===== src/sv/range_reservation_table_assert.svh =====
// ----------------------------------------------------------------------------
// range_reservation_table_assert.svh
// assertion macros shared by the range reservation table modules
// ----------------------------------------------------------------------------
`ifndef RANGE_RESERVATION_TABLE_ASSERT_SVH
`define RANGE_RESERVATION_TABLE_ASSERT_SVH

// same-cycle implication, checked out of reset
`define RRT_ASSERT_NOW(label, ante, cons, msg) \
    label: assert property (@(posedge clk) disable iff (!rst_n) \
        (ante) |-> (cons)) else $error(msg);

// next-cycle implication, checked out of reset
`define RRT_ASSERT_NEXT(label, ante, cons, msg) \
    label: assert property (@(posedge clk) disable iff (!rst_n) \
        (ante) |=> (cons)) else $error(msg);

`endif


===== src/sv/rrt_pkg.sv =====
// ----------------------------------------------------------------------------
// rrt_pkg
// types, codes and sizes shared by the range reservation table modules
// ----------------------------------------------------------------------------
package rrt_pkg;

    // table size and derived widths
    localparam int TABLE_ENTRIES = 32;
    localparam int IDX_W = (TABLE_ENTRIES > 1) ? $clog2(TABLE_ENTRIES) : 1;
    localparam int CNT_W = $clog2(TABLE_ENTRIES + 1);
    localparam logic [IDX_W:0] RD_END = (IDX_W + 1)'(TABLE_ENTRIES);
    localparam logic [CNT_W-1:0] USED_MAX = CNT_W'(TABLE_ENTRIES);

    // request commands
    typedef enum logic {
        CMD_ACQUIRE = 1'b0,
        CMD_RELEASE = 1'b1
    } cmd_t;

    // result status codes
    typedef enum logic [2:0] {
        ST_OK        = 3'd0,
        ST_OVERLAP   = 3'd1,
        ST_FULL      = 3'd2,
        ST_NOT_FOUND = 3'd3,
        ST_ZERO      = 3'd4
    } status_t;

    // one stored range: pool tag, first index, 65-bit last index
    typedef struct packed {
        logic [1:0]  pool;
        logic [63:0] first;
        logic [64:0] last;
    } entry_t;

    localparam int ENTRY_W = $bits(entry_t);

    // controller to datapath
    typedef struct packed {
        logic load;
        logic scan;
        logic commit;
    } ctrl_cmd_t;

    // datapath to controller
    typedef struct packed {
        logic scan_done;
        logic out_free;
    } dp_stat_t;

endpackage


===== src/sv/rrt_ram.sv =====
// ----------------------------------------------------------------------------
// rrt_ram
// generic single write port, single read port ram with registered read
// ----------------------------------------------------------------------------
module rrt_ram #(
    parameter int WIDTH = 8,
    parameter int DEPTH = 32,
    parameter int AW    = (DEPTH > 1) ? $clog2(DEPTH) : 1
) (
    input  logic             clk,
    input  logic             wr_en,
    input  logic [AW-1:0]    wr_addr,
    input  logic [WIDTH-1:0] wr_data,
    input  logic             rd_en,
    input  logic [AW-1:0]    rd_addr,
    output logic [WIDTH-1:0] rd_data
);

    logic [WIDTH-1:0] mem [DEPTH];

    // write port
    always_ff @(posedge clk)
    begin
        if (wr_en)
        begin
            mem[wr_addr] <= wr_data;
        end
    end

    // registered read port
    always_ff @(posedge clk)
    begin
        if (rd_en)
        begin
            rd_data <= mem[rd_addr];
        end
    end

endmodule


===== src/sv/rrt_ctrl.sv =====
// ----------------------------------------------------------------------------
// rrt_ctrl
// sequencer: accept a request, sweep the table, then resolve into the output
// ----------------------------------------------------------------------------
`include "range_reservation_table_assert.svh"

module rrt_ctrl (
    input  logic              clk,
    input  logic              rst_n,
    input  logic              req_valid,
    output logic              req_stall,
    input  rrt_pkg::dp_stat_t stat,
    output rrt_pkg::ctrl_cmd_t ctrl
);
    import rrt_pkg::*;

    typedef enum logic [2:0] {
        S_IDLE    = 3'b001,
        S_SCAN    = 3'b010,
        S_RESOLVE = 3'b100
    } state_t;

    state_t state_reg;
    state_t state_next;

    // next state and commands
    always_comb
    begin
        state_next  = state_reg;
        ctrl.load   = 1'b0;
        ctrl.scan   = 1'b0;
        ctrl.commit = 1'b0;
        req_stall   = 1'b1;
        unique case (state_reg)
            S_IDLE:
            begin
                req_stall = 1'b0;
                if (req_valid)
                begin
                    ctrl.load  = 1'b1;
                    state_next = S_SCAN;
                end
            end
            S_SCAN:
            begin
                ctrl.scan = 1'b1;
                if (stat.scan_done)
                begin
                    state_next = S_RESOLVE;
                end
            end
            S_RESOLVE:
            begin
                if (stat.out_free)
                begin
                    ctrl.commit = 1'b1;
                    state_next  = S_IDLE;
                end
            end
            default:
            begin
                state_next = S_IDLE;
            end
        endcase
    end

    // state register
    always_ff @(posedge clk or negedge rst_n)
    begin
        if (!rst_n)
        begin
            state_reg <= S_IDLE;
        end
        else
        begin
            state_reg <= state_next;
        end
    end

    `RRT_ASSERT_NEXT(a_load_starts_scan, ctrl.load, state_reg == S_SCAN, "load did not start a sweep")
    `RRT_ASSERT_NOW(a_commit_needs_room, ctrl.commit, stat.out_free, "commit with output still full")
    `RRT_ASSERT_NOW(a_stall_when_busy, state_reg != S_IDLE, req_stall, "request taken while busy")

endmodule


===== src/sv/rrt_dpath.sv =====
// ----------------------------------------------------------------------------
// rrt_dpath
// request registers, table sweep with overlap and match compare, table
// update and result register
// ----------------------------------------------------------------------------
`include "range_reservation_table_assert.svh"

module rrt_dpath (
    input  logic               clk,
    input  logic               rst_n,
    input  rrt_pkg::ctrl_cmd_t ctrl,
    output rrt_pkg::dp_stat_t  stat,
    input  logic               cmd,
    input  logic [1:0]         pool,
    input  logic [63:0]        range_base,
    input  logic [32:0]        range_count,
    input  logic               rsp_stall,
    output logic               rsp_valid,
    output logic [2:0]         status,
    output logic [5:0]         entries_used
);
    import rrt_pkg::*;

    // request registers
    logic              req_cmd_reg,   req_cmd_next;
    logic [1:0]        req_pool_reg,  req_pool_next;
    logic [63:0]       req_first_reg, req_first_next;
    logic [64:0]       req_last_reg,  req_last_next;
    logic              req_zero_reg,  req_zero_next;

    // sweep state
    logic [IDX_W:0]    rd_cnt_reg,    rd_cnt_next;
    logic              cmp_vld_reg,   cmp_vld_next;
    logic [IDX_W-1:0]  cmp_idx_reg,   cmp_idx_next;
    logic              hit_reg,       hit_next;
    logic [IDX_W-1:0]  hit_idx_reg,   hit_idx_next;
    logic              free_reg,      free_next;
    logic [IDX_W-1:0]  free_idx_reg,  free_idx_next;

    // table occupancy
    logic [TABLE_ENTRIES-1:0] valid_reg, valid_next;
    logic [CNT_W-1:0]  used_reg,      used_next;

    // result register
    logic              rsp_valid_reg, rsp_valid_next;
    logic [2:0]        status_reg,    status_next;
    logic [5:0]        used_out_reg,  used_out_next;

    // ram ports
    logic              wr_en;
    logic [ENTRY_W-1:0] wr_data;
    logic              rd_en;
    logic [ENTRY_W-1:0] rd_data;

    // compare and resolve signals
    entry_t            ent;
    entry_t            new_ent;
    logic              rd_issue;
    logic              ent_valid;
    logic              overlap;
    logic              exact;
    logic              cmp_match;
    logic              cmp_free;
    status_t           res_code;
    logic              tbl_set;
    logic              tbl_clr;
    logic [CNT_W-1:0]  used_commit;
    logic [CNT_W+5:0]  used_ext;

    rrt_ram #(
        .WIDTH (ENTRY_W),
        .DEPTH (TABLE_ENTRIES)
    ) u_table (
        .clk     (clk),
        .wr_en   (wr_en),
        .wr_addr (free_idx_reg),
        .wr_data (wr_data),
        .rd_en   (rd_en),
        .rd_addr (rd_cnt_reg[IDX_W-1:0]),
        .rd_data (rd_data)
    );

    // sweep read issue
    assign rd_issue = (rd_cnt_reg != RD_END);
    assign rd_en    = ctrl.scan && rd_issue;

    // entry compare, one entry per cycle
    always_comb
    begin
        ent       = entry_t'(rd_data);
        ent_valid = valid_reg[cmp_idx_reg];
        overlap   = ({1'b0, req_first_reg} <= ent.last) &&
                    ({1'b0, ent.first} <= req_last_reg);
        exact     = (ent.first == req_first_reg) && (ent.last == req_last_reg);
        cmp_match = cmp_vld_reg && ent_valid && (ent.pool == req_pool_reg) &&
                    ((req_cmd_reg == CMD_ACQUIRE) ? overlap : exact);
        cmp_free  = cmp_vld_reg && !ent_valid;
    end

    // outcome of the request once the sweep is over
    always_comb
    begin
        res_code = ST_OK;
        tbl_set  = 1'b0;
        tbl_clr  = 1'b0;
        if (req_zero_reg)
        begin
            res_code = ST_ZERO;
        end
        else if (req_cmd_reg == CMD_ACQUIRE)
        begin
            if (hit_reg)
            begin
                res_code = ST_OVERLAP;
            end
            else if (!free_reg)
            begin
                res_code = ST_FULL;
            end
            else
            begin
                tbl_set = 1'b1;
            end
        end
        else
        begin
            if (hit_reg)
            begin
                tbl_clr = 1'b1;
            end
            else
            begin
                res_code = ST_NOT_FOUND;
            end
        end
    end

    // new entry written into the lowest free slot
    always_comb
    begin
        new_ent.pool  = req_pool_reg;
        new_ent.first = req_first_reg;
        new_ent.last  = req_last_reg;
        wr_data       = new_ent;
        wr_en         = ctrl.commit && tbl_set;
    end

    // occupancy after the request
    always_comb
    begin
        used_commit = used_reg;
        if (tbl_set)
        begin
            used_commit = used_reg + CNT_W'(1);
        end
        else if (tbl_clr)
        begin
            used_commit = used_reg - CNT_W'(1);
        end
        used_ext = {6'b0, used_commit};
    end

    // next values
    always_comb
    begin
        req_cmd_next   = req_cmd_reg;
        req_pool_next  = req_pool_reg;
        req_first_next = req_first_reg;
        req_last_next  = req_last_reg;
        req_zero_next  = req_zero_reg;
        rd_cnt_next    = rd_cnt_reg;
        cmp_vld_next   = cmp_vld_reg;
        cmp_idx_next   = cmp_idx_reg;
        hit_next       = hit_reg;
        hit_idx_next   = hit_idx_reg;
        free_next      = free_reg;
        free_idx_next  = free_idx_reg;
        valid_next     = valid_reg;
        used_next      = used_reg;
        rsp_valid_next = rsp_valid_reg;
        status_next    = status_reg;
        used_out_next  = used_out_reg;

        // capture the request and rewind the sweep
        if (ctrl.load)
        begin
            req_cmd_next   = cmd;
            req_pool_next  = pool;
            req_first_next = range_base;
            req_last_next  = {1'b0, range_base} + {32'b0, range_count - 33'd1};
            req_zero_next  = (range_count == 33'd0);
            rd_cnt_next    = '0;
            cmp_vld_next   = 1'b0;
            hit_next       = 1'b0;
            free_next      = 1'b0;
        end

        // sweep: issue a read and compare the entry read last cycle
        if (ctrl.scan)
        begin
            if (rd_issue)
            begin
                rd_cnt_next = rd_cnt_reg + (IDX_W + 1)'(1);
            end
            cmp_vld_next = rd_issue;
            cmp_idx_next = rd_cnt_reg[IDX_W-1:0];
            if (cmp_match && !hit_reg)
            begin
                hit_next     = 1'b1;
                hit_idx_next = cmp_idx_reg;
            end
            if (cmp_free && !free_reg)
            begin
                free_next     = 1'b1;
                free_idx_next = cmp_idx_reg;
            end
        end

        // output transfer taken
        if (rsp_valid_reg && !rsp_stall)
        begin
            rsp_valid_next = 1'b0;
        end

        // apply the outcome and load the result
        if (ctrl.commit)
        begin
            if (tbl_set)
            begin
                valid_next[free_idx_reg] = 1'b1;
            end
            if (tbl_clr)
            begin
                valid_next[hit_idx_reg] = 1'b0;
            end
            used_next      = used_commit;
            rsp_valid_next = 1'b1;
            status_next    = res_code;
            used_out_next  = used_ext[5:0];
        end
    end

    // control registers
    always_ff @(posedge clk or negedge rst_n)
    begin
        if (!rst_n)
        begin
            rd_cnt_reg    <= '0;
            cmp_vld_reg   <= 1'b0;
            hit_reg       <= 1'b0;
            free_reg      <= 1'b0;
            valid_reg     <= '0;
            used_reg      <= '0;
            rsp_valid_reg <= 1'b0;
        end
        else
        begin
            rd_cnt_reg    <= rd_cnt_next;
            cmp_vld_reg   <= cmp_vld_next;
            hit_reg       <= hit_next;
            free_reg      <= free_next;
            valid_reg     <= valid_next;
            used_reg      <= used_next;
            rsp_valid_reg <= rsp_valid_next;
        end
    end

    // payload registers
    always_ff @(posedge clk)
    begin
        req_cmd_reg   <= req_cmd_next;
        req_pool_reg  <= req_pool_next;
        req_first_reg <= req_first_next;
        req_last_reg  <= req_last_next;
        req_zero_reg  <= req_zero_next;
        cmp_idx_reg   <= cmp_idx_next;
        hit_idx_reg   <= hit_idx_next;
        free_idx_reg  <= free_idx_next;
        status_reg    <= status_next;
        used_out_reg  <= used_out_next;
    end

    // status to the controller and outputs
    assign stat.scan_done = !rd_issue && !cmp_vld_reg;
    assign stat.out_free  = !rsp_valid_reg || !rsp_stall;
    assign rsp_valid      = rsp_valid_reg;
    assign status         = status_reg;
    assign entries_used   = used_out_reg;

    `RRT_ASSERT_NOW(a_used_bounded, 1'b1, used_reg <= USED_MAX, "occupancy above table size")
    `RRT_ASSERT_NOW(a_used_matches, 1'b1, used_reg == $countones(valid_reg), "occupancy out of step")
    `RRT_ASSERT_NOW(a_write_free_slot, wr_en, !valid_reg[free_idx_reg], "write over a live entry")
    `RRT_ASSERT_NEXT(a_commit_shows, ctrl.commit, rsp_valid_reg, "result not presented")

endmodule


===== src/sv/range_reservation_table.sv =====
// ----------------------------------------------------------------------------
// range_reservation_table
// table of reserved index ranges, each tagged with a pool; acquire and
// release requests return a status and the table occupancy
// ----------------------------------------------------------------------------
// Request channel (req_valid/req_stall): cmd, pool, range_base, range_count.
// An acquire stores the inclusive range unless it overlaps a stored range of
// the same pool or the table is full; a release removes an exact match.
// Response channel (rsp_valid/rsp_stall): status and entries_used, one
// response transfer per request transfer, in order.
// Each request sweeps every table entry through one ram read port, one entry
// a cycle: the reads, then a drain of the last compare, then a resolve step
// that loads the result into the output register. A request is not taken
// while another is being swept or resolved; the next one is taken only
// once the result of the last has entered the output register.
// The result sits in an output register: a new request is taken while it is
// stalled, but its own result waits until the register has been emptied.
// req_stall is high whenever a request is in progress.
// Reset empties the table at once (entry valid bits clear) and drops any
// pending result; no clearing sweep is needed.
// ----------------------------------------------------------------------------
module range_reservation_table (
    input  logic        clk,
    input  logic        rst_n,
    input  logic        req_valid,
    output logic        req_stall,
    input  logic        cmd,
    input  logic [1:0]  pool,
    input  logic [63:0] range_base,
    input  logic [32:0] range_count,
    output logic        rsp_valid,
    input  logic        rsp_stall,
    output logic [2:0]  status,
    output logic [5:0]  entries_used
);
    import rrt_pkg::*;

    ctrl_cmd_t ctrl;
    dp_stat_t  stat;

    // sequencer
    rrt_ctrl u_ctrl (
        .clk       (clk),
        .rst_n     (rst_n),
        .req_valid (req_valid),
        .req_stall (req_stall),
        .stat      (stat),
        .ctrl      (ctrl)
    );

    // table and compare datapath
    rrt_dpath u_dpath (
        .clk          (clk),
        .rst_n        (rst_n),
        .ctrl         (ctrl),
        .stat         (stat),
        .cmd          (cmd),
        .pool         (pool),
        .range_base   (range_base),
        .range_count  (range_count),
        .rsp_stall    (rsp_stall),
        .rsp_valid    (rsp_valid),
        .status       (status),
        .entries_used (entries_used)
    );

endmodule


===== config.mk =====
export PLATFORM = sky130hd
export DESIGN_NAME = range_reservation_table
export DESIGN_NICKNAME = d
export VERILOG_FILES = /design/src/sv/rrt_pkg.sv /design/src/sv/rrt_ram.sv /design/src/sv/rrt_ctrl.sv /design/src/sv/rrt_dpath.sv /design/src/sv/range_reservation_table.sv
export VERILOG_INCLUDE_DIRS = /design/src /design/src/sv
export SDC_FILE = /design/constraint.sdc
export NUM_CORES = 2
export LEC_CHECK = 0
export BUFFER_PORTS_ARGS = -buffer_cell sky130_fd_sc_hd__buf_4
export CAP_MARGIN = 20
export CORE_MARGIN = 2
export CORE_UTILIZATION = 47
export DETAILED_ROUTE_END_ITERATION = 6
export SLEW_MARGIN = 20
export SYNTH_ARGS = -nofsm -noshare
export SYNTH_HDL_FRONTEND = slang
export SYNTH_MEMORY_MAX_BITS = 65536
export SYNTH_SLANG_ARGS = --single-unit
export TNS_END_PERCENT = 10

===== constraint.sdc =====
create_clock -name clk -period 8.9 [get_ports clk]
set_clock_uncertainty 0.1 [all_clocks]
set_input_delay 1.335 -clock clk [delete_from_list [all_inputs] [get_ports clk]]
set_output_delay 1.335 -clock clk [all_outputs]
set_load 0.01 [all_outputs]

-- Word level (Yosys, flattened, before mapping)
Memories as Yosys holds them, arrays and structs flattened. A register that Yosys moved wholly into a read port is not among the register bits.
Index checks and enable logic that the tools add are counted.
- register bits: 208
- RAM bits: 4192
- bits of input ports: 104
- output and inout bits: 11
- word-level logic and storage cells: 120
- memories kept: 1
- memories (memory ; depth ; bits a word ; rd ports ; clocked after Yosys merged registers in ; wr ports ; RTL line ; source):
    u_dpath.u_table.mem ; 32 ; 131 ; 1 ; 1 ; 1 ; rrt_ram.sv:19 ; logic [WIDTH-1:0] mem [DEPTH];
- add/subtract/negate cells: 5
- $lt $le $gt $ge: 7
- equal/unequal tests: 10
- muxes and demuxes: 48
- bitwise logic cells: 3
- reduce and logical (&&, ||, !) cells: 28
- operator list (operator ; count):
    <= comparator 64 x 65 -> 1 bit ; 2
    2-to-1 mux 32 bit ; 3
    adder 64 x 33 -> 65 bit ; 1
    == test 65 bit ; 1
    == test 64 bit ; 1
    zero test 33 bit ; 1
    subtractor 33 x 1 -> 33 bit (second input constant) ; 1
    bitwise AND 32 bit ; 1
    NOT 32 bit ; 1
    bitwise OR 32 bit ; 1
    2-to-1 mux 6 bit ; 5
    2-to-1 mux 1 bit ; 29
    < comparator 5 x 6 -> 1 bit (second input constant) ; 3
    2-to-1 mux 3 bit ; 5
    logical AND 1 bit ; 14
    adder 6 x 1 -> 6 bit (second input constant) ; 2
    demux 1 bit (select 5 bit) ; 2
    greater-or-equal comparator 5 x 1 -> 1 bit (second input constant) ; 2
    case mux 3 bit (3 select lines) ; 1
    zero test 1 bit ; 7
    inequality test 2 bit (second input constant) ; 3
    inequality test 6 bit (second input constant) ; 1
    subtractor 6 x 1 -> 6 bit (second input constant) ; 1
    binary-select mux 1 bit (select 5 bit) ; 1
    other kinds (9) ; 12

-- Longest topological paths before layout
- depth in word-level cells: 9
- depth in mapped cells: 16
- depth with buffers taken out: 14

-- Cells and area by module
A second synthesis with hierarchy kept.
- cell total of the unflattened synthesis: 8245
- area total of the unflattened synthesis: 175691.0 um^2
- modules (own cells, without submodules) (module ; instances ; cells each ; area each (um^2) ; seq. area each (um^2)):
    rrt_ram ; 1 ; 6717 ; 160483.9 ; 129814.5
    rrt_dpath ; 1 ; 1512 ; 15036.9 ; 5915.7
    rrt_ctrl ; 1 ; 16 ; 170.2 ; 76.3

-- Worst setup path after synthesis
OpenSTA, ideal clock, no wires.
- kind: reg-to-reg
- from: register u_dpath.rd_cnt_reg[1]
- to: register u_dpath.rd_cnt_reg[0]
- setup time: 119 ps
- data arrival time: 9193 ps
- data required time: 8681 ps
- path slack: -512 ps
- cell stages (with the launch flop): 9
- path buffers: 4
- period minus slack after synthesis: 9412 ps
- path through: dfrtp_1 -> clkbuf_1 -> clkbuf_1 -> clkbuf_1 -> clkbuf_1 -> inv_1 -> ha_1 -> a31oi_1 -> mux2_2
- cells in the longest elaborated chain, start to end: 3
- ends and longest elaborated chain (item ; RTL line ; source):
    start: declaration ; rrt_dpath.sv:32 ; logic [IDX_W:0] rd_cnt_reg, rd_cnt_next;
    start signal: assignment ; rrt_dpath.sv:258 ; rd_cnt_reg <= rd_cnt_next;
    inequality test 6 bit ; rrt_dpath.sv:84 ; assign rd_issue = (rd_cnt_reg != RD_END);
    2-to-1 mux 6 bit ; rrt_dpath.sv:201 ; if (rd_issue)
    2-to-1 mux 6 bit ; rrt_dpath.sv:199 ; if (ctrl.scan)
    named net u_dpath.rd_cnt_next[0] ; rrt_dpath.sv:32 ;
The timed path passes the listed nets, and every way through them passes these cells.
A chain may end at the register's enable or synchronous reset.

-- Worst setup path after layout
- from: input range_count[9]
- to: register u_dpath.req_last_reg[49], data pin
- cells in the longest elaborated chain, start to end: 2
- ends and longest elaborated chain (item ; RTL line ; source):
    start: declaration ; range_reservation_table.sv:30 ; input logic [32:0] range_count,
    subtractor 33 x 1 -> 33 bit ; rrt_dpath.sv:190 ; req_last_next = {1'b0, range_base} + {32'b0, range_count - 33'd1};
    adder 64 x 33 -> 65 bit ; rrt_dpath.sv:190 ;
    end signal: assignment ; rrt_dpath.sv:274 ; req_last_reg <= req_last_next;
    end: declaration ; rrt_dpath.sv:28 ; logic [64:0] req_last_reg, req_last_next;
No other way between the ends.

==> metrics.md <==
| Metric | Value |
|---|---|
| Outcome | complete, no violations |
| Total Die Area | 0.3816 mm^2 |
| Power density over the cells | ~270 mW/mm^2 |
| Routed Wire Length | 496500 um |
| Arrival time at the worst endpoint | 6.31 ns |
| Critical Path Source Type | primary input |
| Synth top area share | 75.98% |
| 1st-pass router iterations | 6 |
| Share of layout cells above drive strength 1 | 29.84% |
| Num Clock Sinks | ~4.5k |
| Max reg flops | 4192 |
| Commonest cells post-synth | edfxtp_1 (4480), mux4_2 (1319), clkbuf_1 (243) |
| Main synth FF type | edfxtp_1 |
| Wire per inst | 36.76 um |
| Unrepaired setup endpoints after global routing | no |
| Vias per cell | 6.397 |
| H-tree levels | 5 |
| Fmax | between 150 and 200 MHz |
| First-pass GRT wire length | 688500 um |
| Initial antenna violation count | 38 |
| Synth area leader | edfxtp_1 |
| Slew margin rel. | ~18% |
| DRC Markers | 0 |
| Cts hold-fix bufs | 0 |
| Die height | 617.8 um |
| Register area share after synthesis | 76.71% |
| DR vias | 86.42k |
| Cts repair resizes | 0 |
| Mapped Area | 0.1770 mm^2 |
| Cells after Synth | about 7.6k |
| R2R Setup Slk | between 4 and 5 ns |
| Worst Hold Slack | around 0.3 ns |
| Post-synth EDFFs | 4480 |
| Synth warn | 0 |
| Reg-to-Reg Start | u_dpath.req_first_reg[36] |
| Most common cell in the netlist | edfxtp_1 |
| Routability cong. | about 0.9 |
| Tmin final | approximately 5.7 ns |
| Post-Synthesis Net Count | slightly below 8k |
| Clock-pin slew on the worst setup and hold paths | 0.06 ns |
| Max-slew violations | 0 |
| Max FO, Critical Path | 16 |
| Setup violators final | 0 |
| Vias in the first global route | 86.41k |
| Remaining Overflow, GRT | 0 |
| Worst Reg-to-Reg Cells | 8 |
| LEAKAGE | 62.02 nW |
| Final core occ | 53.53% |
| Core ar. | 0.3753 mm^2 |
| Worst-path cell chain | buf_4 -> or3_1 -> nor4_1 -> nand4_1 -> nor2_1 -> xor2_1 -> ha_1 -> a21o_1 -> a21o_1 -> a21oi_1 -> nand3_1 -> o211ai_1 -> o21a_1 -> nor4_1 -> xnor2_1 |
| Final Hold Fails | 0 |
| Initial cell density of the core | 47.18% |
| Area grow syn2layout | 13.46% |
| Clock buffer depth | 4 |
| Post-CTS Setup Repair Bufs | 0 |
| Syn Area/Cell | 23.33 um^2 |
| CTS tree | built |
| Maxcap violations | 0 |
| Routed Antenna Nets | 0 |
| Ranking of synthesized cells by area | edfxtp_1 (76%), mux4_2 (17%), ha_1 (1.2%), mux2_2 (0.84%), dfrtp_1 (0.71%) |
| DR iter-0 viols | 12.52k |
| FFs w/ async S/R, synth | 1.126% |
| Die W | about 620 um |
| WS Path Type | in -> reg |
| Total power | 54.96 mW |
| Maximum vdd drop | 0.0002693 V |
| Worst skew pair latency | 1.02 ns |
| Slowest-stage cell, CP | o21a_1 |
| Reg-to-reg critical path endpoint | u_dpath.hit_idx_reg[4] |
| Final setup TNS | 0 ns |
| Num CTS Buffers | 457 |
| Slew @ Worst Pin | 1.235 ns |
| Type of the worst min-delay path | in -> async |
| CP endpoint kind | register |
| Total track usage | 25.88% |
| Post-synth cell types | 73 |
| Port-buffer cells | about 110 |
| Worst EP required | 9.53 ns |
| Clk root buf | clkbuf_16 |
| Placed wire-length estimate | between 200000 and 300000 um |
| FF+latch count, synth | 4531 |
| Critical path's largest stage delay | approximately 0.98 ns |
| # IOs | around 120 |
| Fillers | 28.16k |
| Largest net degree at the start of global routing | roughly 130 |
| Crit share post-route | 63.74% |
| Nets@finish | 8397 |
| Row count | 225 |
==> area by class of cell <==
cell class	instances	area, um^2	area share [%]
Sequential cell	4531	135800	67.62
Inverter	158	600.6	0.2990
Clock inverter	283	2517	1.253
Multi-Input combinational cell	2576	39680	19.75
Clock buffer	554	11910	5.927
Tap cell	4994	6248	3.111
Antenna cell	13	32.53	0.01619
Timing Repair Buffer	400	4064	2.023
==> worst max-delay path by stage <==
| stage | from | endpoint | slack, ns | depth (start not counted) |
|---|---|---|---|---|
| 3_3_place_gp | range_count[9] | u_dpath.req_last_reg[61] | 2.22 | 15 |
| 4_1_cts | range_count[9] | u_dpath.req_last_reg[41] | 3.31 | 15 |
| 2_1_floorplan | rsp_stall | u_dpath.u_table.mem[28][0] | 0.47 | 6 |
| 5_1_grt | range_count[9] | u_dpath.req_last_reg[41] | 2.91 | 15 |
| 3_5_place_dp | range_count[9] | u_dpath.req_last_reg[41] | 2.27 | 15 |
| 6_report | range_count[9] | u_dpath.req_last_reg[49] | 3.23 | 15 |
==> where the power goes <==
part           total [mW]  internal, mW  switching (mW)
logic                10.8          4.92            5.91
registers            25.5          24.9           0.557
clock network        18.7          10.5            8.15
total                55.0          40.3            14.6
==> cell usage in the layout (no fill, tap or decap), types with 10 or more instances in the layout <==
| master | n |
|---|---|
| edfxtp_1 | 4480 |
| mux4_2 | 1319 |
| clkbuf_16 | 462 |
| buf_4 | 302 |
| ha_1 | 168 |
| inv_1 | 155 |
| mux2_2 | 132 |
| xor2_1 | 118 |
| clkinv_1 | 114 |
| xnor2_1 | 100 |
| nand2_1 | 99 |
| a21oi_1 | 96 |
| clkbuf_1 | 92 |
| clkinv_2 | 90 |
| nor2_1 | 76 |
| nand4_1 | 63 |
| buf_12 | 60 |
| dfrtp_1 | 45 |
| nand3_1 | 44 |
| nor4_1 | 38 |
| o21ai_0 | 38 |
| nor3_1 | 36 |
| buf_8 | 36 |
| bufinv_16 | 35 |
| nor2_4 | 32 |
| a21o_1 | 26 |
| o22a_1 | 16 |
| clkinvlp_4 | 16 |
| diode_2 | 13 |
| and3_1 | 12 |
| o22ai_1 | 11 |
| or3_1 | 10 |
| a221oi_1 | 10 |
| a211oi_1 | 10 |
==> metal layers <==
layer / up-vias / global-route usage (%) / part of all wire [%]
li1: 33510 / - / -
met1: 47760 / 37.45 / 41
met5: - / 0 / 0.013
met2: 4385 / 41.43 / 48
met3: 761 / 3.686 / 8.3
met4: 10 / 7.471 / 3.1
==> cell families after synthesis <==
family / Yosys count / share of synthesized area [%]
AOI/OAI and AO/OA: 274 / 1.037
xor gates and xnor gates: 218 / 1.078
adders and majority gates: 169 / 1.199
buffers and inverters: 481 / 1.035
DFF: 4531 / 76.71
muxes: 1453 / 17.63
and+or+nand+nor: 462 / 1.315
==> through the flow <==
stage	cells	cell area, um^2	setup slack, ns
3_3_place_gp	12620	185800	2.218
2_1_floorplan	7588	177100	0.4692
5_1_grt	13510	200900	2.906
4_1_cts	13470	200400	3.314
6_report	13510	200900	3.227
3_5_place_dp	12630	186000	2.268
==> critical path: cells and delay by family <==
kind / cells / cell delay [ns]
buf+inv: 1 / 0.16
compound gates: 5 / 2.09
xor+xnor: 2 / 0.36
fa+ha+maj: 1 / 0.31
simple gates: 6 / 1.96
Power figures use the tool's default switching activity.
